===== config.mk =====
export PLATFORM = sky130hd
export DESIGN_NAME = vector_heading_degrees_top
export DESIGN_NICKNAME = d
export VERILOG_FILES = /design/src/hw/rtl/vhd_pkg.sv /design/src/hw/rtl/vhd_cordic_stage.sv /design/src/hw/rtl/vector_heading_degrees_top.sv
export SDC_FILE = /design/constraint.sdc
export NUM_CORES = 2
export LEC_CHECK = 0
export BUFFER_PORTS_ARGS = -buffer_cell sky130_fd_sc_hd__buf_4
export CORE_ASPECT_RATIO = 0.5
export CORE_UTILIZATION = 35
export CTS_BUF_LIST = sky130_fd_sc_hd__clkbuf_2
export DETAILED_ROUTE_END_ITERATION = 12
export PLACE_DENSITY = 0.59
export SETUP_SLACK_MARGIN = 0.5
export SLEW_MARGIN = 10
export SYNTH_ARGS = -nofsm -noshare
export SYNTH_HDL_FRONTEND = slang
export SYNTH_SLANG_ARGS = --single-unit
export TNS_END_PERCENT = 30

===== constraint.sdc =====
create_clock -name clk -period 10.1 [get_ports clk]
set_clock_uncertainty 0.05 [all_clocks]
set_input_delay 0 -clock clk [delete_from_list [all_inputs] [get_ports clk]]
set_output_delay 0 -clock clk [all_outputs]
set_load 0.03 [all_outputs]

===== src/hw/rtl/vhd_pkg.sv =====
// ----------------------------------------------------------------------------
// vhd_pkg
// Shared types, widths and the arctangent table for the heading pipeline.
// ----------------------------------------------------------------------------
`timescale 1ns / 1ps

package vhd_pkg;

    localparam int DATA_W     = 44;
    localparam int SCALE_BITS = 40;
    localparam int ANGLE_W    = 24;
    localparam int TOTAL_W    = 24;
    localparam int HEAD_W     = 16;
    localparam int TABLE_LEN  = 24;
    localparam int FRAC_BITS  = 8;
    localparam int ATAN_W     = 21;

    localparam logic [TOTAL_W-1:0] QUARTER_UNITS = 24'd2949120;
    localparam logic [TOTAL_W-1:0] BASE_UP       = 24'd0;
    localparam logic [TOTAL_W-1:0] BASE_RIGHT    = 24'd2949120;
    localparam logic [TOTAL_W-1:0] BASE_DOWN     = 24'd5898240;
    localparam logic [TOTAL_W-1:0] BASE_LEFT     = 24'd8847360;
    localparam logic [TOTAL_W-1:0] ROUND_HALF    = 24'd128;
    localparam logic [HEAD_W-1:0]  FULL_TURN     = 16'd46080;

    typedef enum logic [1:0] {
        QUAD_UP    = 2'd0,
        QUAD_RIGHT = 2'd1,
        QUAD_DOWN  = 2'd2,
        QUAD_LEFT  = 2'd3
    } vhd_quad_t;

    typedef struct packed {
        logic      special;
        vhd_quad_t quad;
    } vhd_tag_t;

    // atan(2^-i) in 1/32768 degree, rounded
    function automatic logic [ATAN_W-1:0] atan_entry(input logic [4:0] idx);
        logic [ATAN_W-1:0] val;
        case (idx)
            5'd0:    val = 21'd1474560;
            5'd1:    val = 21'd870484;
            5'd2:    val = 21'd459940;
            5'd3:    val = 21'd233473;
            5'd4:    val = 21'd117189;
            5'd5:    val = 21'd58652;
            5'd6:    val = 21'd29333;
            5'd7:    val = 21'd14667;
            5'd8:    val = 21'd7334;
            5'd9:    val = 21'd3667;
            5'd10:   val = 21'd1833;
            5'd11:   val = 21'd917;
            5'd12:   val = 21'd458;
            5'd13:   val = 21'd229;
            5'd14:   val = 21'd115;
            5'd15:   val = 21'd57;
            5'd16:   val = 21'd29;
            5'd17:   val = 21'd14;
            5'd18:   val = 21'd7;
            5'd19:   val = 21'd4;
            5'd20:   val = 21'd2;
            5'd21:   val = 21'd1;
            default: val = 21'd0;
        endcase
        return val;
    endfunction

endpackage


===== src/hw/rtl/vhd_cordic_stage.sv =====
// ----------------------------------------------------------------------------
// vhd_cordic_stage
// One vectoring micro-rotation with its own valid bit and ready chain.
// ----------------------------------------------------------------------------
`timescale 1ns / 1ps

module vhd_cordic_stage
    import vhd_pkg::*;
#(
    parameter int SHIFT = 0
)
(
    input  logic                      clk,
    input  logic                      rst_n,
    input  logic                      up_valid,
    output logic                      up_ready,
    input  logic signed [DATA_W-1:0]  x_in,
    input  logic signed [DATA_W-1:0]  y_in,
    input  logic signed [ANGLE_W-1:0] z_in,
    input  vhd_tag_t                  tag_in,
    output logic                      down_valid,
    input  logic                      down_ready,
    output logic signed [DATA_W-1:0]  x_out,
    output logic signed [DATA_W-1:0]  y_out,
    output logic signed [ANGLE_W-1:0] z_out,
    output vhd_tag_t                  tag_out
);

    logic                      valid_reg;
    logic                      valid_next;
    logic signed [DATA_W-1:0]  x_reg;
    logic signed [DATA_W-1:0]  x_next;
    logic signed [DATA_W-1:0]  y_reg;
    logic signed [DATA_W-1:0]  y_next;
    logic signed [ANGLE_W-1:0] z_reg;
    logic signed [ANGLE_W-1:0] z_next;
    vhd_tag_t                  tag_reg;
    logic signed [DATA_W-1:0]  x_shift;
    logic signed [DATA_W-1:0]  y_shift;
    logic signed [ANGLE_W-1:0] step_angle;
    logic                      load;

    assign up_ready   = !valid_reg || down_ready;
    assign load       = up_valid && up_ready;
    assign valid_next = up_ready ? up_valid : valid_reg;

    assign x_shift    = x_in >>> SHIFT;
    assign y_shift    = y_in >>> SHIFT;
    assign step_angle = signed'(ANGLE_W'(atan_entry(5'(SHIFT))));

    always_comb
    begin
        if (!y_in[DATA_W-1])
        begin
            x_next = x_in + y_shift;
            y_next = y_in - x_shift;
            z_next = z_in + step_angle;
        end
        else
        begin
            x_next = x_in - y_shift;
            y_next = y_in + x_shift;
            z_next = z_in - step_angle;
        end
    end

    always_ff @(posedge clk or negedge rst_n)
    begin
        if (!rst_n)
        begin
            valid_reg <= 1'b0;
        end
        else
        begin
            valid_reg <= valid_next;
        end
    end

    always_ff @(posedge clk)
    begin
        if (load)
        begin
            x_reg   <= x_next;
            y_reg   <= y_next;
            z_reg   <= z_next;
            tag_reg <= tag_in;
        end
    end

    assign down_valid = valid_reg;
    assign x_out      = x_reg;
    assign y_out      = y_reg;
    assign z_out      = z_reg;
    assign tag_out    = tag_reg;

endmodule


===== src/hw/rtl/vector_heading_degrees_top.sv =====
// ----------------------------------------------------------------------------
// vector_heading_degrees_top
// Clockwise heading from up of a screen vector, 1/128 degree, via CORDIC.
// Registered path from accepted item to result: fold register, one
// register per micro-rotation, clamp/base add, round/wrap.
// Throughput: one item per cycle unless stalled; stalled stages hold items.
// Reset clears only the valid bits; the datapath needs no clearing.
// ----------------------------------------------------------------------------
`timescale 1ns / 1ps

module vector_heading_degrees_top
    import vhd_pkg::*;
#(
    parameter int CORDIC_STEPS    = 16,
    parameter int COMPONENT_WIDTH = 16
)
(
    input  logic               clk,
    input  logic               rst_n,
    input  logic               in_valid,
    output logic               in_ready,
    input  logic signed [15:0] delta_x,
    input  logic signed [15:0] delta_y,
    output logic               out_valid,
    input  logic               out_ready,
    output logic [HEAD_W-1:0]  heading
);

    localparam int STEPS    = (CORDIC_STEPS > TABLE_LEN) ? TABLE_LEN : CORDIC_STEPS;
    localparam int SCALE_SH = SCALE_BITS - COMPONENT_WIDTH;

    // component extraction and quadrant fold
    logic [31:0]                       ext_x;
    logic [31:0]                       ext_y;
    logic signed [COMPONENT_WIDTH-1:0] comp_x;
    logic signed [COMPONENT_WIDTH-1:0] comp_y;
    logic signed [DATA_W-1:0]          wide_x;
    logic signed [DATA_W-1:0]          wide_y;
    logic signed [DATA_W-1:0]          mag_a;
    logic signed [DATA_W-1:0]          mag_b;
    logic                              dx_zero;
    logic                              dy_zero;
    logic                              dx_neg;
    logic                              dy_neg;
    vhd_tag_t                          fold_tag;

    logic                              fold_valid_reg;
    logic                              fold_valid_next;
    logic signed [DATA_W-1:0]          fold_x_reg;
    logic signed [DATA_W-1:0]          fold_y_reg;
    vhd_tag_t                          fold_tag_reg;

    logic [STEPS:0]                    pipe_valid;
    logic [STEPS:0]                    pipe_ready;
    logic signed [DATA_W-1:0]          x_pipe [STEPS+1];
    logic signed [DATA_W-1:0]          y_pipe [STEPS+1];
    logic signed [ANGLE_W-1:0]         z_pipe [STEPS+1];
    vhd_tag_t                          tag_pipe [STEPS+1];

    // clamp and base add
    logic                              sum_valid_reg;
    logic                              sum_valid_next;
    logic                              sum_ready;
    logic [TOTAL_W-1:0]                sum_reg;
    logic [TOTAL_W-1:0]                sum_next;
    logic [TOTAL_W-1:0]                angle_clamped;
    logic [TOTAL_W-1:0]                base_units;

    // round and wrap
    logic                              head_valid_reg;
    logic                              head_valid_next;
    logic                              head_ready;
    logic [HEAD_W-1:0]                 head_reg;
    logic [HEAD_W-1:0]                 head_next;
    logic [TOTAL_W-1:0]                rounded;

    assign ext_x   = {16'd0, delta_x};
    assign ext_y   = {16'd0, delta_y};
    assign comp_x  = signed'(ext_x[COMPONENT_WIDTH-1:0]);
    assign comp_y  = signed'(ext_y[COMPONENT_WIDTH-1:0]);
    assign wide_x  = DATA_W'(comp_x);
    assign wide_y  = DATA_W'(comp_y);
    assign dx_zero = (comp_x == '0);
    assign dy_zero = (comp_y == '0);
    assign dx_neg  = comp_x[COMPONENT_WIDTH-1];
    assign dy_neg  = comp_y[COMPONENT_WIDTH-1];

    always_comb
    begin
        fold_tag.special = 1'b0;
        fold_tag.quad    = QUAD_UP;
        mag_a            = '0;
        mag_b            = '0;
        if (dx_zero)
        begin
            fold_tag.special = 1'b1;
            fold_tag.quad    = (!dy_neg && !dy_zero) ? QUAD_DOWN : QUAD_UP;
        end
        else if (dy_zero)
        begin
            fold_tag.special = 1'b1;
            fold_tag.quad    = dx_neg ? QUAD_LEFT : QUAD_RIGHT;
        end
        else if (!dx_neg && dy_neg)
        begin
            fold_tag.quad = QUAD_UP;
            mag_a         = -wide_y;
            mag_b         = wide_x;
        end
        else if (!dx_neg)
        begin
            fold_tag.quad = QUAD_RIGHT;
            mag_a         = wide_x;
            mag_b         = wide_y;
        end
        else if (!dy_neg)
        begin
            fold_tag.quad = QUAD_DOWN;
            mag_a         = wide_y;
            mag_b         = -wide_x;
        end
        else
        begin
            fold_tag.quad = QUAD_LEFT;
            mag_a         = -wide_x;
            mag_b         = -wide_y;
        end
    end

    assign in_ready        = !fold_valid_reg || pipe_ready[0];
    assign fold_valid_next = in_ready ? in_valid : fold_valid_reg;

    always_ff @(posedge clk or negedge rst_n)
    begin
        if (!rst_n)
        begin
            fold_valid_reg <= 1'b0;
        end
        else
        begin
            fold_valid_reg <= fold_valid_next;
        end
    end

    always_ff @(posedge clk)
    begin
        if (in_valid && in_ready)
        begin
            fold_x_reg   <= mag_a <<< SCALE_SH;
            fold_y_reg   <= mag_b <<< SCALE_SH;
            fold_tag_reg <= fold_tag;
        end
    end

    assign pipe_valid[0] = fold_valid_reg;
    assign x_pipe[0]     = fold_x_reg;
    assign y_pipe[0]     = fold_y_reg;
    assign z_pipe[0]     = '0;
    assign tag_pipe[0]   = fold_tag_reg;

    for (genvar k = 0; k < STEPS; k++)
    begin : g_rot
        vhd_cordic_stage #(
            .SHIFT (k)
        ) u_stage (
            .clk        (clk),
            .rst_n      (rst_n),
            .up_valid   (pipe_valid[k]),
            .up_ready   (pipe_ready[k]),
            .x_in       (x_pipe[k]),
            .y_in       (y_pipe[k]),
            .z_in       (z_pipe[k]),
            .tag_in     (tag_pipe[k]),
            .down_valid (pipe_valid[k+1]),
            .down_ready (pipe_ready[k+1]),
            .x_out      (x_pipe[k+1]),
            .y_out      (y_pipe[k+1]),
            .z_out      (z_pipe[k+1]),
            .tag_out    (tag_pipe[k+1])
        );
    end

    assign pipe_ready[STEPS] = sum_ready;

    // clamp to a quarter turn (zero on an axis or below zero), then add the quadrant base
    always_comb
    begin
        if (tag_pipe[STEPS].special || z_pipe[STEPS][ANGLE_W-1])
        begin
            angle_clamped = '0;
        end
        else if (TOTAL_W'(z_pipe[STEPS]) > QUARTER_UNITS)
        begin
            angle_clamped = QUARTER_UNITS;
        end
        else
        begin
            angle_clamped = TOTAL_W'(z_pipe[STEPS]);
        end
    end

    always_comb
    begin
        case (tag_pipe[STEPS].quad)
            QUAD_UP:    base_units = BASE_UP;
            QUAD_RIGHT: base_units = BASE_RIGHT;
            QUAD_DOWN:  base_units = BASE_DOWN;
            QUAD_LEFT:  base_units = BASE_LEFT;
            default:    base_units = BASE_UP;
        endcase
    end

    assign sum_next       = base_units + angle_clamped;
    assign sum_ready      = !sum_valid_reg || head_ready;
    assign sum_valid_next = sum_ready ? pipe_valid[STEPS] : sum_valid_reg;

    always_ff @(posedge clk or negedge rst_n)
    begin
        if (!rst_n)
        begin
            sum_valid_reg <= 1'b0;
        end
        else
        begin
            sum_valid_reg <= sum_valid_next;
        end
    end

    always_ff @(posedge clk)
    begin
        if (pipe_valid[STEPS] && sum_ready)
        begin
            sum_reg <= sum_next;
        end
    end

    // round half up to 1/128 degree, full turn wraps to zero
    assign rounded = sum_reg + ROUND_HALF;

    always_comb
    begin
        head_next = rounded[TOTAL_W-1:FRAC_BITS];
        if (head_next >= FULL_TURN)
        begin
            head_next = head_next - FULL_TURN;
        end
    end

    assign head_ready      = !head_valid_reg || out_ready;
    assign head_valid_next = head_ready ? sum_valid_reg : head_valid_reg;

    always_ff @(posedge clk or negedge rst_n)
    begin
        if (!rst_n)
        begin
            head_valid_reg <= 1'b0;
        end
        else
        begin
            head_valid_reg <= head_valid_next;
        end
    end

    always_ff @(posedge clk)
    begin
        if (sum_valid_reg && head_ready)
        begin
            head_reg <= head_next;
        end
    end

    assign out_valid = head_valid_reg;
    assign heading   = head_reg;

endmodule


==> flow_metrics.py <==
metrics = {
    "clock_tree": {
        "clockBufferDepth": 4,
        "insertion_delay_ns": 1.72,
        "cts.sinks": 1462,
        "postCtsSetupBuffers": 0,
        "cts-htree-levels": 5,
        "clk_pin_slew_ns": 0.10,
        "root_buffer": "clkbuf_2",
        "cts_buffers": 355,
        "cts_tree": "built",
        "cts_hold_buffers": 170,
        "cts_resized": 0,
    },
    "final_layout": {
        "drive_above_1_share": 0.0569,
        "fillCellCount": 34646,
        "postLayoutCellArea_um2": 134000,
        "postLayoutCoreUtil": 0.384,
        "area_delta_synth_final_pct": 8.89,
        "finalNonFillerCells": 18365,
        "layout.nets": 14875,
        "largest_reg_flops": 504,
    },
    "route": {
        "vias": 96375,
        "ant_nets": 0,
        "top_layer_used": "met5",
        "via_per_inst": 5.25,
        "first_pass_iters": 5,
        "met2WireLength_um": 148000,
        "totalWireLength_um": 316000,
        "wl_met3_um": 11800,
        "drt-wirelength-per-cell_um": 17.2,
        "wl_met1_um": 143000,
        "first_iter_violations": 5980,
        "drcViolationCount": 0,
    },
    "global_route": {
        "gr-usage-all-layers": 0.171,
        "grt_pass1_vias": 94337,
        "grt_overflow": 0,
        "grt_pass1_wl_um": 500000,
        "grt_start_max_net_pins": 75,
        "grt_antenna_before_repair": 11,
    },
    "status": {
        "status": "finished clean",
    },
    "yosys": {
        "synthTopCellsByArea": "edfxtp_1, ha_1, xnor2_1",
        "synthSimpleGateAreaFrac": 0.148,
        "yosysMostFrequentCell": "edfxtp_1",
        "synth_edf_count": 1443,
        "synth_top_cells_by_count": "edfxtp_1, a21oi_1, ha_1",
        "postSynthAreaPerCell_um2": 9.42,
        "synth_top_family_by_area": "compound AO/OA/AOI/OAI gates",
        "synth_compound_area_frac": 0.186,
        "netlist_area_um2": 123000,
        "synth-seq-cells": 1462,
        "synth_warnings": 0,
        "synth_flop_cell": "edfxtp_1",
        "async_flop_share": 0.0130,
        "synthAdderAreaFrac": 0.143,
        "synth_xor_area_frac": 0.136,
        "synth_fp_nets": 14464,
        "synth_area_leader_cell": "edfxtp_1",
        "ys_types": 86,
        "seq_area_frac_synth": 0.356,
        "synth_top_area_frac": 0.352,
        "synthCells": 13045,
        "synth_mux_area_frac": 0.00630,
    },
    "setup_path": {
        "cp_top_family": "compound AO/OA/AOI/OAI gates",
        "cp-start-kind": "flip-flop",
        "crit_buf_inv": 0,
        "critical_path_peak_fanout": 5,
        "worstRegToRegCells": 18,
        "criticalPathCategory": "flip-flop to flip-flop",
        "worstPathCellList": "or4_1 -> or3_1 -> nor4_1 -> a21oi_1 -> xor2_1 -> ha_1 -> a21o_1 -> a21o_1 -> a21oi_1 -> o21ai_0 -> a21o_1 -> a31oi_1 -> a31oi_1 -> o41ai_1 -> o21ai_0 -> nand4_1 -> a311o_1 -> xnor2_1",
        "crit_arrival_ns": 7.39,
        "reg2reg_setup_slack_ns": 4.08,
        "cp_data_required_time_ns": 11.47,
        "r2r-start": "g_rot[8].u_stage.x_out[15]",
        "critPathCaptureType": "flip-flop",
        "slowest_delay_ns": 0.70,
        "slowest_stage": "o41ai_1",
        "worst_r2r_endpoint": "g_rot[9].u_stage.y_out[42]",
        "path_depth": 18,
        "path_common_cell": "a21o_1",
    },
    "sta": {
        "period_minus_slack_ns": 6.02,
        "rsz0062_at_grt": "no",
        "setup_violations": 0,
        "max_freq_mhz": 166,
        "hold_viol_final": 0,
        "post-route-period-util": 0.596,
        "maxSlewHeadroom": 0.183,
        "maxSlewViolCount": 0,
        "finalSetupTns_ns": 0,
        "worst_pin_slew_ns": 1.22,
    },
    "floorplanning": {
        "core_area_um2": 349000,
        "die_area_um2": 354000,
        "start_util": 0.353,
        "die_h_um": 421,
        "num_rows": 153,
        "boundaryPins": 54,
        "die_width_um": 840,
    },
    "place": {
        "dpl.cell_count": 17579,
        "place_area_um2": 129000,
        "io_buffers": 53,
        "dp_hpwl_um": 250000,
        "gp_congestion": 0.941,
    },
    "worst_hold_path": {
        "holdPathEnd": "sum_valid_reg",
        "min_path_cells": 7,
        "hp-start": "out_ready",
        "hold_class": "input pin to flip-flop",
    },
    "flow_run": {
        "maxCapViolCount": 0,
    },
}
==> worst min-delay path: stages <==
cell	delay (ns)
dlygate4sd3_1	0.53
buf_4	0.10
dlygate4sd3_1	0.53
nor2b_1	0.05
dlygate4sd3_1	0.64
nand2_1	0.11
nand2b_1	0.05
==> layer usage <==
metal | vias up | track usage
met4 | 4 | 0.0672
met3 | 688 | 0.0228
li1 | 48910 | -
met2 | 2104 | 0.295
met5 | - | 0
met1 | 44669 | 0.218
==> through the flow <==
stage	hold WS (ns)	setup slack [ns]
global placement	-0.107	4.07
detailed placement	-0.0986	4.14
CTS	0.00741	4.09
global route	0.153	3.52
floorplan	-0.346	2.79
finish	0.328	4.08
==> cells by family (layout without fill, tap and decap cells) <==
logic type | Yosys count | in the layout
multiplexers | 73 | 73
other | 1 | 10
AO/OA/AOI/OAI | 3644 | 3644
flip-flops | 1462 | 1462
AND/OR/NAND/NOR | 3770 | 3770
XOR/XNOR | 1912 | 1912
buffers and inverters | 800 | 1461
adder cells (fa/ha/maj) | 1383 | 1383
==> cells in the final DEF, fill, tap and decap left out, types with 215 or more instances in the layout <==
| master | n |
|---|---|
| a21o_1 | 570 |
| a21oi_1 | 1349 |
| clkbuf_2 | 483 |
| edfxtp_1 | 1443 |
| ha_1 | 1347 |
| inv_1 | 561 |
| nand2_1 | 650 |
| nand3_1 | 215 |
| nor2_1 | 1335 |
| nor2b_1 | 233 |
| nor3_1 | 385 |
| o21ai_0 | 584 |
| xnor2_1 | 1206 |
| xor2_1 | 706 |
==> layout make-up <==
| type | count | area, um^2 | share of cell area |
|---|---|---|---|
| antenna | 9 | 22.5 | 0.000168 |
| clock buffer | 483 | 2420 | 0.0181 |
| clock inverter | 124 | 857 | 0.00640 |
| inverter | 565 | 2120 | 0.0158 |
| multi-input combinational | 10783 | 76200 | 0.569 |
| sequential | 1462 | 43800 | 0.327 |
| tap | 4650 | 5820 | 0.0435 |
| timing repair buffer | 289 | 2610 | 0.0195 |
==> how the worst max path moves through the flow <==
stage | start | slack, ns | endpoint
floorplan | out_valid | 2.79 | g_rot[6].u_stage.tag_out[0]
global placement | g_rot[10].u_stage.y_out[11] | 4.07 | g_rot[11].u_stage.x_out[43]
detailed placement | g_rot[7].u_stage.y_out[11] | 4.14 | g_rot[8].u_stage.x_out[41]
CTS | g_rot[8].u_stage.x_out[15] | 4.09 | g_rot[9].u_stage.y_out[42]
global route | g_rot[10].u_stage.y_out[11] | 3.52 | g_rot[11].u_stage.x_out[43]
finish | g_rot[8].u_stage.x_out[15] | 4.08 | g_rot[9].u_stage.y_out[42]
Power is left out: the tool's default activity adds up to more than one toggle a clock period on the data nets, which glitch-free logic cannot reach.
